<file path="config.mk">
export PLATFORM = sky130hd
export DESIGN_NAME = stream_find_replace
export DESIGN_NICKNAME = d
export VERILOG_FILES = /design/src/rtl/sfr_pkg.sv /design/src/rtl/sfr_cell.sv /design/src/rtl/sfr_window.sv /design/src/rtl/sfr_burst.sv /design/src/rtl/stream_find_replace.sv
export SDC_FILE = /design/constraint.sdc
export NUM_CORES = 1
export LEC_CHECK = 0
export BUFFER_PORTS_ARGS = -buffer_cell sky130_fd_sc_hd__clkbuf_2
export CAP_MARGIN = 20
export CORE_MARGIN = 5
export CORE_UTILIZATION = 60
export CTS_BUF_LIST = sky130_fd_sc_hd__clkbuf_8
export CTS_CLUSTER_SIZE = 10
export DETAILED_ROUTE_END_ITERATION = 10
export HOLD_SLACK_MARGIN = 0.08
export PLACE_DENSITY = 0.78
export SYNTH_ARGS = -nofsm -noshare
export SYNTH_HDL_FRONTEND = slang
export SYNTH_HIERARCHICAL = 1
export SYNTH_SLANG_ARGS = --single-unit
</file>
<file path="constraint.sdc">
create_clock -name clock -period 10.55 [get_ports clock]
set_input_delay 1.055 -clock clock [delete_from_list [all_inputs] [get_ports clock]]
set_output_delay 1.055 -clock clock [all_outputs]
set_load 0.01 [all_outputs]
</file>
<file path="src/rtl/sfr_pkg.sv">
`default_nettype none

package sfr_pkg;

   localparam int BYTE_W = 8;
   localparam int CFG_W  = 64;
   localparam int LEN_W  = 4;

   // register map of the configuration port
   typedef enum logic [1:0] {
      CSR_PATTERN_BYTES      = 2'd0,
      CSR_PATTERN_LENGTH     = 2'd1,
      CSR_REPLACEMENT_BYTES  = 2'd2,
      CSR_REPLACEMENT_LENGTH = 2'd3
   } csr_index_type;

   // control part of one result burst
   typedef struct packed {
      logic [LEN_W-1:0] cnt;   // results in the burst, 1..8
      logic             dv;    // results carry data bytes
      logic             err;   // empty pattern error
      logic             eos;   // final burst of the stream
   } burst_ctl_type;

endpackage

`default_nettype wire

</file>
<file path="src/rtl/sfr_cell.sv">
`default_nettype none

module sfr_cell
   import sfr_pkg::*;
(
   input  wire logic              clock,
   input  wire logic              en,
   input  wire logic [BYTE_W-1:0] in_byte,
   input  wire logic              sel,
   input  wire logic              shift,
   input  wire logic [BYTE_W-1:0] next_eff,
   input  wire logic [BYTE_W-1:0] pat_byte,
   input  wire logic              in_use,
   output logic      [BYTE_W-1:0] eff_byte,
   output logic                   hit
);

   logic [BYTE_W-1:0] byte_ff;
   logic [BYTE_W-1:0] byte_in;

   // window byte after the new byte is appended
   assign eff_byte = sel ? in_byte : byte_ff;
   assign hit      = !in_use || (eff_byte == pat_byte);

   // on a mismatch take the neighbor's byte, else keep our own
   assign byte_in = shift ? next_eff : eff_byte;

   always_ff @(posedge clock) begin
      if (en) begin
         byte_ff <= byte_in;
      end
   end

endmodule

`default_nettype wire

</file>
<file path="src/rtl/sfr_window.sv">
`default_nettype none

module sfr_window
   import sfr_pkg::*;
#(
   parameter int LEN_CAP = 8
)
(
   input  wire logic                      clock,
   input  wire logic                      reset,
   input  wire logic                      accept,
   input  wire logic [BYTE_W-1:0]         in_byte,
   input  wire logic                      stream_last,
   input  wire logic                      csr_write,
   input  wire logic [CFG_W-1:0]          pattern_bytes,
   input  wire logic [LEN_W-1:0]          pattern_length,
   input  wire logic [CFG_W-1:0]          replacement_bytes,
   input  wire logic [LEN_W-1:0]          replacement_length,
   output logic                           desc_valid,
   output burst_ctl_type                  desc_ctl,
   output logic      [LEN_CAP*BYTE_W-1:0] desc_data
);

   localparam logic [LEN_W-1:0] CAP_L = LEN_W'(LEN_CAP);

   logic [LEN_W-1:0]          held_ff;
   logic [LEN_W-1:0]          held_in;
   logic [LEN_W-1:0]          plen;
   logic [LEN_W-1:0]          rlen;
   logic [LEN_W-1:0]          held_eff;
   logic [LEN_W-1:0]          held_new;
   logic                      full;
   logic                      match;
   logic                      shift;
   logic [LEN_CAP-1:0]        hit_vec;
   logic [LEN_CAP*BYTE_W-1:0] eff_vec;

   // saturate lengths to the window size
   assign plen = (pattern_length > CAP_L) ? CAP_L : pattern_length;
   assign rlen = (replacement_length > CAP_L) ? CAP_L : replacement_length;

   assign held_eff = (held_ff >= plen) ? '0 : held_ff;
   assign held_new = held_eff + LEN_W'(1);
   assign full     = (held_new == plen);
   assign match    = &hit_vec;
   assign shift    = full && !match;

   // row of window cells, each compares against its pattern byte
   for (genvar k = 0; k < LEN_CAP; k++) begin : g_cell
      logic [BYTE_W-1:0] neighbor;
      if (k == LEN_CAP - 1) begin : g_end
         assign neighbor = '0;
      end else begin : g_mid
         assign neighbor = eff_vec[(k+1)*BYTE_W +: BYTE_W];
      end
      sfr_cell u_cell (
         .clock    (clock),
         .en       (accept),
         .in_byte  (in_byte),
         .sel      (held_eff == LEN_W'(k)),
         .shift    (shift),
         .next_eff (neighbor),
         .pat_byte (pattern_bytes[k*BYTE_W +: BYTE_W]),
         .in_use   (LEN_W'(k) < plen),
         .eff_byte (eff_vec[k*BYTE_W +: BYTE_W]),
         .hit      (hit_vec[k])
      );
   end

   // fill count
   always_comb begin
      held_in = held_ff;
      if (csr_write) begin
         held_in = '0;
      end else if (accept) begin
         if (plen == '0 || stream_last || (full && match)) begin
            held_in = '0;
         end else if (full) begin
            held_in = held_eff;
         end else begin
            held_in = held_new;
         end
      end
   end

   always_ff @(posedge clock) begin
      if (reset) begin
         held_ff <= '0;
      end else begin
         held_ff <= held_in;
      end
   end

   // result burst caused by the accepted byte
   always_comb begin
      desc_valid   = 1'b0;
      desc_ctl     = '0;
      desc_data    = eff_vec;
      desc_ctl.eos = stream_last;
      if (accept) begin
         if (plen == '0) begin
            desc_valid   = 1'b1;
            desc_ctl.cnt = LEN_W'(1);
            desc_ctl.err = 1'b1;
         end else if (full && match) begin
            desc_data = replacement_bytes[LEN_CAP*BYTE_W-1:0];
            if (rlen != '0) begin
               desc_valid   = 1'b1;
               desc_ctl.cnt = rlen;
               desc_ctl.dv  = 1'b1;
            end else if (stream_last) begin
               // bare end marker
               desc_valid   = 1'b1;
               desc_ctl.cnt = LEN_W'(1);
            end
         end else if (full) begin
            desc_valid   = 1'b1;
            desc_ctl.cnt = stream_last ? plen : LEN_W'(1);
            desc_ctl.dv  = 1'b1;
         end else if (stream_last) begin
            desc_valid   = 1'b1;
            desc_ctl.cnt = held_new;
            desc_ctl.dv  = 1'b1;
         end
      end
   end

endmodule

`default_nettype wire

</file>
<file path="src/rtl/sfr_burst.sv">
`default_nettype none

module sfr_burst
   import sfr_pkg::*;
#(
   parameter int LEN_CAP = 8
)
(
   input  wire logic                      clock,
   input  wire logic                      reset,
   input  wire logic                      desc_valid,
   input  wire burst_ctl_type             desc_ctl,
   input  wire logic [LEN_CAP*BYTE_W-1:0] desc_data,
   output logic                           req_stall,
   output logic                           rsp_valid,
   input  wire logic                      rsp_stall,
   output logic      [BYTE_W-1:0]         rsp_out_byte,
   output logic                           rsp_byte_valid,
   output logic                           rsp_run_last,
   output logic                           rsp_stream_end,
   output logic                           rsp_empty_pattern_error
);

   localparam int IDX_W = (LEN_CAP > 1) ? $clog2(LEN_CAP) : 1;

   logic                      cur_valid_ff, cur_valid_in;
   burst_ctl_type             cur_ctl_ff, cur_ctl_in;
   logic [LEN_CAP*BYTE_W-1:0] cur_data_ff, cur_data_in;
   logic [IDX_W-1:0]          cur_idx_ff, cur_idx_in;
   logic                      nxt_valid_ff, nxt_valid_in;
   burst_ctl_type             nxt_ctl_ff, nxt_ctl_in;
   logic [LEN_CAP*BYTE_W-1:0] nxt_data_ff, nxt_data_in;
   logic                      xfer;
   logic                      last_beat;
   logic                      cur_free;

   assign xfer      = rsp_valid && !rsp_stall;
   assign last_beat = ({{(LEN_W-IDX_W){1'b0}}, cur_idx_ff} == cur_ctl_ff.cnt - LEN_W'(1));
   assign cur_free  = !cur_valid_ff || (xfer && last_beat);

   // input waits only while the spare burst slot is occupied
   assign req_stall = nxt_valid_ff;

   // current burst and spare slot
   always_comb begin
      cur_valid_in = cur_valid_ff;
      cur_ctl_in   = cur_ctl_ff;
      cur_data_in  = cur_data_ff;
      cur_idx_in   = cur_idx_ff;
      nxt_valid_in = nxt_valid_ff;
      nxt_ctl_in   = nxt_ctl_ff;
      nxt_data_in  = nxt_data_ff;
      if (xfer && !last_beat) begin
         cur_idx_in = cur_idx_ff + IDX_W'(1);
      end
      if (cur_free) begin
         cur_idx_in = '0;
         if (nxt_valid_ff) begin
            cur_valid_in = 1'b1;
            cur_ctl_in   = nxt_ctl_ff;
            cur_data_in  = nxt_data_ff;
            nxt_valid_in = 1'b0;
         end else if (desc_valid) begin
            cur_valid_in = 1'b1;
            cur_ctl_in   = desc_ctl;
            cur_data_in  = desc_data;
         end else begin
            cur_valid_in = 1'b0;
         end
      end else if (desc_valid) begin
         nxt_valid_in = 1'b1;
         nxt_ctl_in   = desc_ctl;
         nxt_data_in  = desc_data;
      end
   end

   always_ff @(posedge clock) begin
      if (reset) begin
         cur_valid_ff <= 1'b0;
         nxt_valid_ff <= 1'b0;
         cur_idx_ff   <= '0;
      end else begin
         cur_valid_ff <= cur_valid_in;
         nxt_valid_ff <= nxt_valid_in;
         cur_idx_ff   <= cur_idx_in;
      end
   end

   always_ff @(posedge clock) begin
      cur_ctl_ff  <= cur_ctl_in;
      cur_data_ff <= cur_data_in;
      nxt_ctl_ff  <= nxt_ctl_in;
      nxt_data_ff <= nxt_data_in;
   end

   // result fields
   assign rsp_valid               = cur_valid_ff;
   assign rsp_byte_valid          = cur_ctl_ff.dv;
   assign rsp_out_byte            = cur_ctl_ff.dv ?
                                    cur_data_ff[cur_idx_ff*BYTE_W +: BYTE_W] : '0;
   assign rsp_run_last            = last_beat;
   assign rsp_stream_end          = cur_ctl_ff.eos && last_beat;
   assign rsp_empty_pattern_error = cur_ctl_ff.err;

   a_spare_implies_cur: assert property (@(posedge clock) disable iff (reset)
      nxt_valid_ff |-> cur_valid_ff)
      else $error("spare burst held with no current burst");

   a_idx_in_range: assert property (@(posedge clock) disable iff (reset)
      cur_valid_ff |-> (cur_ctl_ff.cnt != '0) &&
                       ({{(LEN_W-IDX_W){1'b0}}, cur_idx_ff} < cur_ctl_ff.cnt))
      else $error("burst index beyond count");

   a_hold_on_stall: assert property (@(posedge clock) disable iff (reset)
      (cur_valid_ff && rsp_stall) |=> cur_valid_ff && $stable(cur_idx_ff))
      else $error("burst advanced while stalled");

   a_no_overwrite: assert property (@(posedge clock) disable iff (reset)
      desc_valid |-> !nxt_valid_ff)
      else $error("new burst while spare slot full");

endmodule

`default_nettype wire

</file>
<file path="src/rtl/stream_find_replace.sv">
// stream_find_replace: find and replace over a byte stream.
// Request channel (req_valid/req_stall) carries one text byte and a
// last flag per transfer. Response channel (rsp_valid/rsp_stall) carries
// one result per transfer: an output byte, or a bare end marker or an
// error marker with rsp_byte_valid low. rsp_run_last marks the last result
// of one input byte, rsp_stream_end the final result of the stream.
// CSR channel (csr_valid/csr_ready, always ready) writes pattern bytes,
// pattern length, replacement bytes and replacement length; any write
// drops the held window bytes. Write only while the block is idle.
// Throughput: one input byte per cycle while req_stall is low. A byte that
// causes k results holds the response side until all are taken, one result
// per cycle while rsp_stall is low; a two-entry burst buffer after the
// compare row lets the next byte in meanwhile, and req_stall rises only when
// both entries are taken. A byte's first result is loaded into the current
// burst slot if it is free, else into the spare. The pattern compare is a
// row of cells, one per window byte. Reset zeroes the configuration
// registers and empties the window and burst buffer; no clearing pass is
// needed. A stalled receiver holds the current result steady until taken.

`default_nettype none

module stream_find_replace
   import sfr_pkg::*;
#(
   parameter int MAX_STRING_BYTES = 8
)
(
   input  wire logic              clock,
   input  wire logic              reset,
   input  wire logic              req_valid,
   output logic                   req_stall,
   input  wire logic [BYTE_W-1:0] req_in_byte,
   input  wire logic              req_stream_last,
   output logic                   rsp_valid,
   input  wire logic              rsp_stall,
   output logic      [BYTE_W-1:0] rsp_out_byte,
   output logic                   rsp_byte_valid,
   output logic                   rsp_run_last,
   output logic                   rsp_stream_end,
   output logic                   rsp_empty_pattern_error,
   input  wire logic              csr_valid,
   output logic                   csr_ready,
   input  wire logic [1:0]        csr_index,
   input  wire logic [CFG_W-1:0]  csr_wdata
);

   localparam int LEN_CAP = (MAX_STRING_BYTES < 8) ? MAX_STRING_BYTES : 8;

   logic [CFG_W-1:0]          pattern_bytes_ff;
   logic [LEN_W-1:0]          pattern_length_ff;
   logic [CFG_W-1:0]          replacement_bytes_ff;
   logic [LEN_W-1:0]          replacement_length_ff;
   logic                      csr_write;
   logic                      accept;
   logic                      desc_valid;
   burst_ctl_type             desc_ctl;
   logic [LEN_CAP*BYTE_W-1:0] desc_data;

   assign csr_ready = 1'b1;
   assign csr_write = csr_valid && csr_ready;
   assign accept    = req_valid && !req_stall;

   // configuration registers
   always_ff @(posedge clock) begin
      if (reset) begin
         pattern_bytes_ff      <= '0;
         pattern_length_ff     <= '0;
         replacement_bytes_ff  <= '0;
         replacement_length_ff <= '0;
      end else if (csr_write) begin
         case (csr_index_type'(csr_index))
            CSR_PATTERN_BYTES:      pattern_bytes_ff      <= csr_wdata;
            CSR_PATTERN_LENGTH:     pattern_length_ff     <= csr_wdata[LEN_W-1:0];
            CSR_REPLACEMENT_BYTES:  replacement_bytes_ff  <= csr_wdata;
            CSR_REPLACEMENT_LENGTH: replacement_length_ff <= csr_wdata[LEN_W-1:0];
            default: ;
         endcase
      end
   end

   sfr_window #(.LEN_CAP(LEN_CAP)) u_window (
      .clock              (clock),
      .reset              (reset),
      .accept             (accept),
      .in_byte            (req_in_byte),
      .stream_last        (req_stream_last),
      .csr_write          (csr_write),
      .pattern_bytes      (pattern_bytes_ff),
      .pattern_length     (pattern_length_ff),
      .replacement_bytes  (replacement_bytes_ff),
      .replacement_length (replacement_length_ff),
      .desc_valid         (desc_valid),
      .desc_ctl           (desc_ctl),
      .desc_data          (desc_data)
   );

   sfr_burst #(.LEN_CAP(LEN_CAP)) u_burst (
      .clock                   (clock),
      .reset                   (reset),
      .desc_valid              (desc_valid),
      .desc_ctl                (desc_ctl),
      .desc_data               (desc_data),
      .req_stall               (req_stall),
      .rsp_valid               (rsp_valid),
      .rsp_stall               (rsp_stall),
      .rsp_out_byte            (rsp_out_byte),
      .rsp_byte_valid          (rsp_byte_valid),
      .rsp_run_last            (rsp_run_last),
      .rsp_stream_end          (rsp_stream_end),
      .rsp_empty_pattern_error (rsp_empty_pattern_error)
   );

endmodule

`default_nettype wire

</file>
==> flow_summary.json, run 1 <==
{
  "p_per_area_mw_per_mm2": 162.6,
  "layout.nets": 1502,
  "ctsHtreeMaxLevel": 2,
  "max-slew-margin-rel_pct": 25.94,
  "die_w_um": 183.8,
  "drv_cap": 0,
  "synthToLayoutAreaGrowth_pct": 9.632,
  "vdd_ir_drop_max_uv": 111.6,
  "coreArea_mm2": 0.02972,
  "worstPathArrival_ns": 7.24,
  "cts_tree": "built",
  "grt_usage_pct": 24.56,
  "start_util_pct": 60.98,
  "setup_viol": 0,
  "dieArea_mm2": 0.03378,
  "yosysSeqAreaShare_pct": 50.16,
  "clkLatencyLatePin_ns": 0.60,
  "clkPwrFrac_pct": 37.8,
  "grt_pass1_wl_mm": 64.43,
  "hold_buffers": 0,
  "dr.first_iter.drc_count": 948,
  "top_level_ports": 95,
  "cp_cell_sequence": "inv_1 -> nand2_1 -> inv_1 -> ha_1 -> nand2b_4 -> a211oi_4 -> o21ai_1 -> nor2b_1 -> ha_1 -> nor2b_1 -> buf_4 -> mux2_4 -> xnor2_1 -> nand4_1 -> o21ai_1 -> nand4_1 -> nor2_1 -> buf_4 -> nand3_1 -> nand3_1 -> a21oi_1 -> nor2_1 -> o2bb2ai_4 -> buf_4",
  "place.gp.congestion": 0.8676,
  "clk_pin_slew_ns": 0.07,
  "p_total_mw": 3.231,
  "cp.required_ns": 10.78,
  "switching_power_uw": 801.8,
  "post_cts_buffers": 0,
  "rsz0062_at_grt": "no",
  "crit_buf_inv": 5,
  "grt_pass1_vias": 10741,
  "ys_types": 67,
  "cts_resized": 0,
  "crit_path_max_fanout": 42,
  "drtAntennaViolNets": 0,
  "pwr-share-seq_pct": 49.9,
  "status": "completed",
  "period_needed_ns": 7.013,
  "crit_family": "compound AO/OA/AOI/OAI gates",
  "synth_edf_count": 206,
  "finalHoldViolations": 0,
  "max_freq_ghz": 0.1426,
  "rows": 63,
  "ys_seq_elements": 351,
  "cp-end-kind": "flip-flop",
  "grt_max_degree": 118,
  "finClkSkew_ns": 0.02343,
  "antenna_cells": 0,
  "critical_path_class": "reg2reg",
  "critPathSlowestCell": "o2bb2ai_4",
  "grt_antenna_before_repair": 0,
  "syn-instance-count": 1319,
  "p_int_mw": 2.429,
  "synth-async-reset-ratio_pct": 0,
  "worstHoldPathType": "reg2reg",
  "overflow": 0,
  "critPathLaunchType": "flip-flop",
  "netSwitchingFraction_pct": 24.82,
  "min_period_over_period_pct": 66.47,
  "p_comb_share_pct": 12.3,
  "cp_slowest_stage_delay_ns": 0.92,
  "wire_per_inst_um": 22.61,
  "tns_ns": 0,
  "cts-root-buf": "clkbuf_8",
  "critPathMostFrequentCell": "buf_4",
  "maxSlewViolCount": 0,
  "fp.dieH_um": 183.8,
  "syn_area_per_cell_um2": 13.74,
  "routed_via_density": 5.846,
  "first_pass_iters": 6,
  "netlist_area_mm2": 0.01812,
  "ys_warn_count": 6,
  "post-route-drc-count": 0,
  "drive_gt1_share_pct": 34.52,
  "worstMarginPinSlew_ns": 1.111,
  "clock-sinks": 351,
  "wl_mm": 41.83,
  "io_buffer_count": 93,
  "dp_hpwl_mm": 28.15,
  "fillers": 2100,
  "clockBufferDepth": 3,
  "power.leakage_nw": 7.734,
  "cts_buffers": 56,
  "vias": 10816,
  "synth_ff_type": "edfxtp_1"
}
## power by group through the flow
| stage | combinational (mW) | clock, mW | sequential [mW] |
|---|---|---|---|
| 6_report | 0.399 | 1.22 | 1.61 |
| 5_1_grt | 0.424 | 1.31 | 1.62 |
| 4_1_cts | 0.397 | 1.24 | 1.61 |
| 3_5_place_dp | 0.395 | 0 | 1.64 |
| 3_3_place_gp | 0.386 | 0 | 1.64 |
| 2_1_floorplan | 0.289 | 0 | 1.62 |
## worst reg2reg max path: stages, from the launching register on
cell and delay, ns:
dfxtp_1 0.47, inv_1 0.15, nand2_1 0.17, inv_1 0.09, ha_1 0.28, nand2b_4 0.15
a211oi_4 0.39, o21ai_1 0.28, nor2b_1 0.32, ha_1 0.44, nor2b_1 0.35, buf_4 0.27
mux2_4 0.35, xnor2_1 0.13, nand4_1 0.10, o21ai_1 0.14, nand4_1 0.16, nor2_1 0.05
buf_4 0.19, nand3_1 0.08, nand3_1 0.09, a21oi_1 0.25, nor2_1 0.16, o2bb2ai_4 0.92
buf_4 0.64
## final timing paths
kind / from / end / slack [ns] / cells after the start
setup reg to reg: pattern_length_ff[3]$_SDFFE_PP0P_ / u_burst/cur_data_ff[32]$_DFFE_PP_ / 3.54 / 24
hold / removal: replacement_bytes_ff[23]$_SDFFE_PP0P_ / replacement_bytes_ff[23]$_SDFFE_PP0P_ / 0.48 / 2
setup / recovery: pattern_length_ff[3]$_SDFFE_PP0P_ / u_burst/cur_data_ff[32]$_DFFE_PP_ / 3.54 / 24
hold reg to reg: replacement_bytes_ff[23]$_SDFFE_PP0P_ / replacement_bytes_ff[23]$_SDFFE_PP0P_ / 0.48 / 2
## area by class of cell
cell class	instances	area [µm²]	share of cell area [%]
inverter	15	56.30	0.2834
sequential	351	9094	45.77
clock buffer	73	1005	5.057
multi-input combinational	880	8437	42.47
timing repair buffer	108	580.6	2.922
clock inverter	33	206.4	1.039
tap	390	488.0	2.456
## stage by stage
step           cell area [µm²]  util (%)  hold slack [ns]  cells  setup WS [ns]
2_1_floorplan            18150         -           0.4462   1326          1.752
3_3_place_gp             18640     62.73           0.4605   1742          3.429
3_5_place_dp             18640     62.73           0.4705   1742          3.203
4_1_cts                  19850     66.80           0.4792   1848          3.138
5_1_grt                  19870     66.85           0.4951   1850          3.109
6_report                 19870     66.85           0.4789   1850          3.537
## layout by cell type (no fill, tap or decap), types with 3 or more instances in the layout
cell,Yosys,final
nor4_1,3,3
xnor2_2,8,8
nand2b_1,203,203
buf_4,5,16
nand4_1,21,21
o21ai_1,10,10
mux2i_1,146,146
conb_1,2,9
nand3_1,12,12
o211ai_1,3,3
clkbuf_2,0,92
ha_1,10,10
clkbuf_8,0,73
clkinv_2,0,6
inv_1,14,29
o31ai_1,4,4
nor3_1,5,4
mux4_2,16,16
mux2_2,152,152
nand2_1,14,14
edfxtp_1,206,206
xor2_1,5,5
clkinv_1,0,5
and2_1,6,6
nand3b_1,3,3
dfxtp_1,145,143
nor2_1,16,16
xnor2_1,58,58
nor2b_1,15,14
mux2_4,113,113
a21oi_1,8,7
## metal layers
layer,GRT usage (%),vias to the layer above,routed length [µm]
met2,37.78,402,18820
met3,3.324,78,2799
met4,7.365,0,1252
met1,36.61,5352,18960
li1,-,4984,-
met5,0,-,0
## cell usage after synthesis, types with 2 or more instances
library cell	instances	area [µm²]
mux4_2	16	360.4
buf_2	12	60.06
a221oi_1	2	17.52
mux2_4	113	1697
nor3_1	5	25.02
mux2i_1	146	1461
nor2b_1	15	93.84
nand2_1	14	52.55
xnor2_2	8	130.1
o211ai_1	3	22.52
and3_1	2	12.51
buf_12	5	100.1
a21oi_1	8	40.04
xnor2_1	58	508.0
nand2b_1	203	1270
a21o_1	2	15.01
nor4_1	3	18.77
o31ai_1	4	30.03
buf_4	5	37.54
xor2_1	5	43.79
o21ai_1	10	50.05
nand4_1	21	131.4
nor2_1	16	60.06
and2_1	6	37.54
mux2_2	152	1712
inv_1	14	52.55
buf_8	7	105.1
or3_1	2	12.51
a311oi_1	2	17.52
o21ai_0	2	10.01
o2bb2ai_1	2	17.52
edfxtp_1	206	6186
nand3b_1	3	22.52
ha_1	10	125.1
nand3_1	12	60.06
dfxtp_1	145	2903
conb_1	2	7.510
buf_6	16	180.2
clkbuf_1	34	127.6
## flip-flops by register name (all words and copies together) (netlist names)
register / cells
pattern_bytes_ff: 64
pattern_length_ff: 4
replacement_bytes_ff: 64
replacement_length_ff: 4
u_burst/cur_ctl_ff: 5
u_burst/cur_data_ff: 64
u_burst/cur_idx_ff: 3
u_burst/nxt_ctl_ff: 7
u_burst/nxt_data_ff: 64
u_burst/req_stall: 1
u_burst/rsp_byte_valid: 1
u_burst/rsp_empty_pattern_error: 1
u_burst/rsp_valid: 1
u_window/g_cell.u_cell/byte_ff: 64
u_window/held_ff: 4
## kinds of logic after synthesis
logic type,share of synthesized area [%]
multiplexers,28.86
flip-flops,50.16
AND/OR/NAND/NOR,10.61
buffers and inverters,3.701
XOR/XNOR,3.763
AO/OA/AOI/OAI,2.182
adder cells (fa/ha/maj),0.6905
other,0.04144
Note: power is estimated with default switching activity, not from simulation.
==> inputs of run 2 (changes only) <==
- CORE_UTILIZATION: 60 -> 58
- PLACE_DENSITY: 0.78 -> 0.79
- clock period: 10.55 -> 6.15 ns (I/O delays scaled with it)
==> run 2 against run 1 <==
Effect of this change: non-clock buffer count rose by 6; sequential share of layout area barely moved; worst hold slack got worse by 0.20 ns; maximum frequency rose by 20%; final area did not move; first-iteration DRC count fell by 5.2%.
==> flow_summary.json, run 2 (synthesis results as in run 1) <==
{
  "grt_pass1_wl_mm": 65.05,
  "first_pass_iters": 5,
  "layout.nets": 1508,
  "top_level_ports": 95,
  "coreArea_mm2": 0.03075,
  "worstMarginPinSlew_ns": 1.168,
  "p_total_mw": 5.321,
  "netSwitchingFraction_pct": 25.19,
  "clock-sinks": 351,
  "p_per_area_mw_per_mm2": 267.8,
  "worstHoldPathType": "in2reg",
  "hold-path-endpoint": "replacement_bytes_ff[8]$_SDFFE_PP0P_",
  "period_needed_ns": 5.866,
  "finalNonFillerCells": 1862,
  "drive_gt1_share_pct": 33.90,
  "reg2reg_from": "pattern_length_ff[3]$_SDFFE_PP0P_",
  "cp_cell_sequence": "inv_1 -> nand2_1 -> inv_1 -> ha_1 -> nand2b_4 -> a211oi_4 -> o21ai_1 -> nor2b_2 -> ha_2 -> and2_2 -> mux2_4 -> xnor2_1 -> nand4_1 -> o21ai_1 -> nand4_1 -> nor2_1 -> buf_4 -> nand4_4 -> buf_4 -> mux2_4 -> mux2_2",
  "synthToLayoutAreaGrowth_pct": 9.632,
  "placed_cells": 1754,
  "setup_viol": 0,
  "cp_slowest_stage_delay_ns": 0.41,
  "rows": 64,
  "worstPathArrival_ns": 6.18,
  "fillers": 2262,
  "cts_buffers": 56,
  "final_cell_mix": "edfxtp_1 (206), nand2b_1 (203), mux2_2 (152), mux2i_1 (146), dfxtp_1 (144)",
  "grt_usage_pct": 23.46,
  "p_int_mw": 3.980,
  "hold_buffers": 0,
  "cp-end-kind": "flip-flop",
  "antenna_cells": 0,
  "max_freq_ghz": 0.1705,
  "dp_hpwl_mm": 28.52,
  "critPathSlowestCell": "and2_2",
  "start_util_pct": 58.93,
  "ctsHtreeMaxLevel": 2,
  "fp.dieH_um": 186.8,
  "seq_area_mm2": 0.009092,
  "status": "completed",
  "crit_path_max_fanout": 25,
  "dpl_worst_slack_ns": -0.1108,
  "clockBufferDepth": 3,
  "clkLatencyLatePin_ns": 0.60,
  "drv_cap": 0,
  "io_buffer_count": 93,
  "tns_ns": 0,
  "finalHoldViolations": 0,
  "final_common_cell": "edfxtp_1",
  "multi_input_area_mm2": 0.008452,
  "grt_max_degree": 105,
  "min_period_over_period_pct": 95.38,
  "wl_met3_mm": 2.805,
  "cts_tree": "built",
  "max-slew-margin-rel_pct": 22.06,
  "clk_pin_slew_ns": 0.06,
  "cts-root-buf": "clkbuf_8",
  "switching_power_mw": 1.341,
  "setup_slack_ns": 0.2843,
  "routed_via_density": 5.840,
  "grt_antenna_before_repair": 1,
  "maxSlewViolCount": 0,
  "worst-r2r-setup-slack_ns": 0.28,
  "wl_met2_mm": 19.55,
  "wire_per_inst_um": 22.46,
  "drt-met1-wl_mm": 18.55,
  "vias": 10874,
  "overflow": 0,
  "critPathLaunchType": "flip-flop",
  "power.leakage_nw": 7.760,
  "final_area_mm2": 0.01987,
  "wl_mm": 41.82,
  "critical_path_class": "reg2reg",
  "vdd_ir_drop_max_uv": 167.9,
  "crit_start": "pattern_length_ff[3]$_SDFFE_PP0P_",
  "die_w_um": 186.8,
  "finClkSkew_ns": 0.03840,
  "reg2regPathDepth": 21,
  "place.gp.congestion": 0.8935,
  "drtAntennaViolNets": 0,
  "p_comb_share_pct": 13.1,
  "r2r_end": "u_burst/cur_data_ff[46]$_DFFE_PP_",
  "dr.max_layer_used": "met4",
  "pwr-share-seq_pct": 52.0,
  "dieArea_mm2": 0.03488,
  "rsz0062_at_grt": "no",
  "cp.required_ns": 6.47,
  "placed_area_mm2": 0.01875,
  "post-route-drc-count": 0,
  "clkPwrFrac_pct": 34.9,
  "hold_start": "csr_wdata[8]",
  "dr.first_iter.drc_count": 899,
  "holdPathStages": 3,
  "grt_pass1_vias": 11060
}
-- run 2: changes by cell type in the layout (fill, tap and decap cells not counted), moves of 2 or more --
cell / before / now
inv_1: 29 / 46
clkbuf_8: 73 / 61
buf_12: 0 / 6
clkinv_2: 6 / 3
nor2b_1: 14 / 11
nor2b_2: 0 / 3
buf_4: 16 / 14
-- run 2: through the flow --
stage	hold slack [ns]	util, %
CTS	0.2515	64.44
floorplan	0.4462	-
detailed placement	0.4688	60.99
finish	0.2792	64.61
global placement	0.4670	60.99
global route	0.2661	64.61
-- run 2: cell type report --
class,instances,share of cell area [%]
clock inverters,45,1.102
well taps,396,2.494
flip-flops and latches,351,45.77
clock buffers,61,4.226
repair buffers,114,3.584
inverters,15,0.2834
multi-input cells,880,42.54
-- run 2: repair_timing --
item,in CTS,in global routing
buffers inserted,0,2
setup endpoints to repair,98,246
resized for setup,1,9
pin swaps,0,0
-- run 2: layer usage --
layer  up-vias  global-route usage (%)
met5         -                       0
li1       4997                       -
met1      5432                   33.60
met3        61                   3.961
met4         0                   6.229
met2       384                   37.46
-- run 2: power groups by stage --
stage	clock network, mW	registers [mW]	logic (mW)
2_1_floorplan	0	2.77	0.499
3_3_place_gp	0	2.81	0.668
3_5_place_dp	0	2.82	0.686
4_1_cts	1.90	2.77	0.688
5_1_grt	2.03	2.78	0.741
6_report	1.86	2.77	0.696
-- run 2: worst max-delay path: cells and delay by family (launching register included) --
family                     cells  cell delay (ns)
adders and majority gates      2             0.61
DFF                            1             0.40
xor gates and xnor gates       1             0.17
AOI/OAI and AO/OA              3             0.98
and+or+nand+nor                8             1.67
buffers and inverters          4             0.72
muxes                          3             1.01
-- run 2: worst max-delay path by stage --
stage / endpoint / slack (ns)
2_1_floorplan: u_burst/nxt_ctl_ff[0]$_DFFE_PP_ / 0.38
3_3_place_gp: u_burst/cur_data_ff[30]$_DFFE_PP_ / 0.006
3_5_place_dp: u_burst/cur_data_ff[30]$_DFFE_PP_ / -0.11
4_1_cts: u_burst/cur_ctl_ff[3]$_DFFE_PP_ / 0.05
5_1_grt: u_burst/cur_ctl_ff[6]$_DFFE_PP_ / 0.02
6_report: u_burst/cur_data_ff[46]$_DFFE_PP_ / 0.28
==> inputs of run 3 (changes only) <==
- CORE_ASPECT_RATIO: default -> 1.25
==> run 3 against run 2 <==
Effect of this change: global-route usage decreased by 0.43 points; combinational power about the same; final area increased by 0.16%; clock power increased by 4%; worst hold slack got worse by 0.0045 ns; core utilization decreased by 0.21 points; maximum frequency increased by 1.9%; sequential share of layout area decreased by 0.075 points; critical path type unchanged; critical endpoint is now u_burst/cur_data_ff[39]$_DFFE_PP_.
==> flow_summary.json, run 3 (synthesis results as in run 1) <==
{
  "final_cell_mix": "edfxtp_1 (206), nand2b_1 (203), mux2_2 (152), mux2i_1 (146), dfxtp_1 (144)",
  "dr.first_iter.drc_count": 764,
  "hold_start": "csr_wdata[39]",
  "tns_ns": 0,
  "max_freq_ghz": 0.1737,
  "clk_pin_slew_ns": 0.06,
  "finalHoldViolations": 0,
  "cts-root-buf": "clkbuf_8",
  "fillers": 2293,
  "rsz0062_at_grt": "no",
  "worstPathArrival_ns": 6.11,
  "clock-sinks": 351,
  "io_buffer_count": 93,
  "dp_hpwl_mm": 28.18,
  "wire_per_inst_um": 21.83,
  "finalNonFillerCells": 1872,
  "utilization_pct": 64.40,
  "clockBufferDepth": 3,
  "grt_usage_pct": 23.04,
  "worstMarginPinSlew_ns": 1.202,
  "setup_viol": 0,
  "p_per_area_mw_per_mm2": 270.6,
  "final_area_mm2": 0.01990,
  "wl_mm": 40.87,
  "crit_start": "pattern_length_ff[0]$_SDFFE_PP0P_",
  "worstHoldPathType": "in2reg",
  "clkLatencyLatePin_ns": 0.61,
  "period_needed_ns": 5.757,
  "place.gp.congestion": 0.8434,
  "cts_buffers": 53,
  "grt_pass1_wl_mm": 63.04,
  "ctsHtreeMaxLevel": 2,
  "final_common_cell": "edfxtp_1",
  "maxSlewViolCount": 0,
  "p_total_mw": 5.385,
  "placed_area_mm2": 0.01883,
  "status": "completed",
  "vdd_ir_drop_max_uv": 202.7,
  "finClkSkew_ns": 0.02551,
  "placed_cells": 1772,
  "grt_max_degree": 130,
  "cts_tree": "built",
  "grt_pass1_vias": 10866,
  "critPathLaunchType": "flip-flop",
  "fp.dieH_um": 207.6,
  "first_pass_iters": 5,
  "die_w_um": 168.1,
  "power.leakage_nw": 7.738,
  "grt_antenna_before_repair": 0,
  "max-slew-margin-rel_pct": 19.69,
  "routed_via_density": 5.712,
  "synthToLayoutAreaGrowth_pct": 9.812,
  "overflow": 0,
  "cp.required_ns": 6.51,
  "start_util_pct": 58.65,
  "drtAntennaViolNets": 0,
  "cp-end-kind": "flip-flop",
  "post-route-drc-count": 0,
  "antenna_cells": 0,
  "drive_gt1_share_pct": 34.54,
  "rows": 72,
  "multi_input_area_mm2": 0.008442,
  "critical_path_class": "reg2reg",
  "coreArea_mm2": 0.03090,
  "reg2reg_from": "pattern_length_ff[0]$_SDFFE_PP0P_",
  "top_level_ports": 95,
  "min_period_over_period_pct": 93.61,
  "layout.nets": 1510,
  "crit_path_max_fanout": 14,
  "drv_cap": 0,
  "vias": 10692,
  "seq_area_mm2": 0.009092,
  "dieArea_mm2": 0.03490
}
run 3: cell count changes in the layout (fill, tap and decap cells not counted), sizes merged:
cell,delta
inv,-15
bufinv,+3
clkinv,+12
clkbuf,-6
buf,+5
run 3: power by group:
part	leakage, nW	switching (mW)	total, mW	internal (mW)
Sequential	3.13	0.0776	2.76	2.68
Combinational	4.00	0.352	0.693	0.341
Clock	0.606	0.923	1.93	1.01
run 3: per-layer routing:
layer,GRT usage (%),wire length (µm),vias up
met5,0,0,-
met2,38.14,19710,354
met4,8.063,1437,0
li1,-,-,4990
met3,4.229,2412,85
met1,30.52,17310,5263
run 3: path summary, 6_finish.rpt:
check,cells after the start,to,slack [ns]
max reg2reg,25,u_burst/cur_data_ff[39]$_DFFE_PP_,0.39
max,25,u_burst/cur_data_ff[39]$_DFFE_PP_,0.39
min reg2reg,2,replacement_bytes_ff[28]$_SDFFE_PP0P_,0.48
min,3,pattern_bytes_ff[39]$_SDFFE_PP0P_,0.27
run 3: timing repair:
| action | 4_1_cts | 5_1_grt |
|---|---|---|
| hold buffers | 0 | 0 |
| setup buffers | 0 | 0 |
| setup endpoints to repair | 0 | 60 |
| gates resized for setup | 0 | 4 |
| hold endpoints to repair | 0 | 0 |
run 3: cell type report:
type / count / area share [%]
clock buffer: 55 / 3.804
clock inverter: 45 / 1.528
inverter: 15 / 0.2829
multi-input combinational: 880 / 42.42
sequential: 351 / 45.69
tap: 407 / 2.559
timing repair buffer: 119 / 3.710
run 3: worst max-delay path: stages (launching register included):
cell       delay [ns]
dfxtp_1          0.44
nand2_1          0.16
inv_1            0.11
ha_1             0.23
nand2b_4         0.15
a211oi_4         0.38
o21ai_1          0.16
nor2b_1          0.17
buf_4            0.15
ha_1             0.21
nor2b_1          0.20
buf_4            0.26
mux2_4           0.36
xnor2_1          0.16
nand4_1          0.20
o21ai_1          0.29
nand4_1          0.17
nor2_1           0.14
buf_4            0.23
nand3_1          0.09
nand3_1          0.12
a21oi_1          0.11
nor2_1           0.32
nor2_1           0.13
o2bb2ai_4        0.27
buf_4            0.27
run 3: stage by stage:
step / worst slack, ns / hold slack, ns
finish: 0.3930 / 0.2746
global route: 0.03490 / 0.2628
CTS: 0.3074 / 0.2457
detailed placement: 0.2749 / 0.4695
global placement: 0.3620 / 0.4638
floorplan: 0.3759 / 0.4462
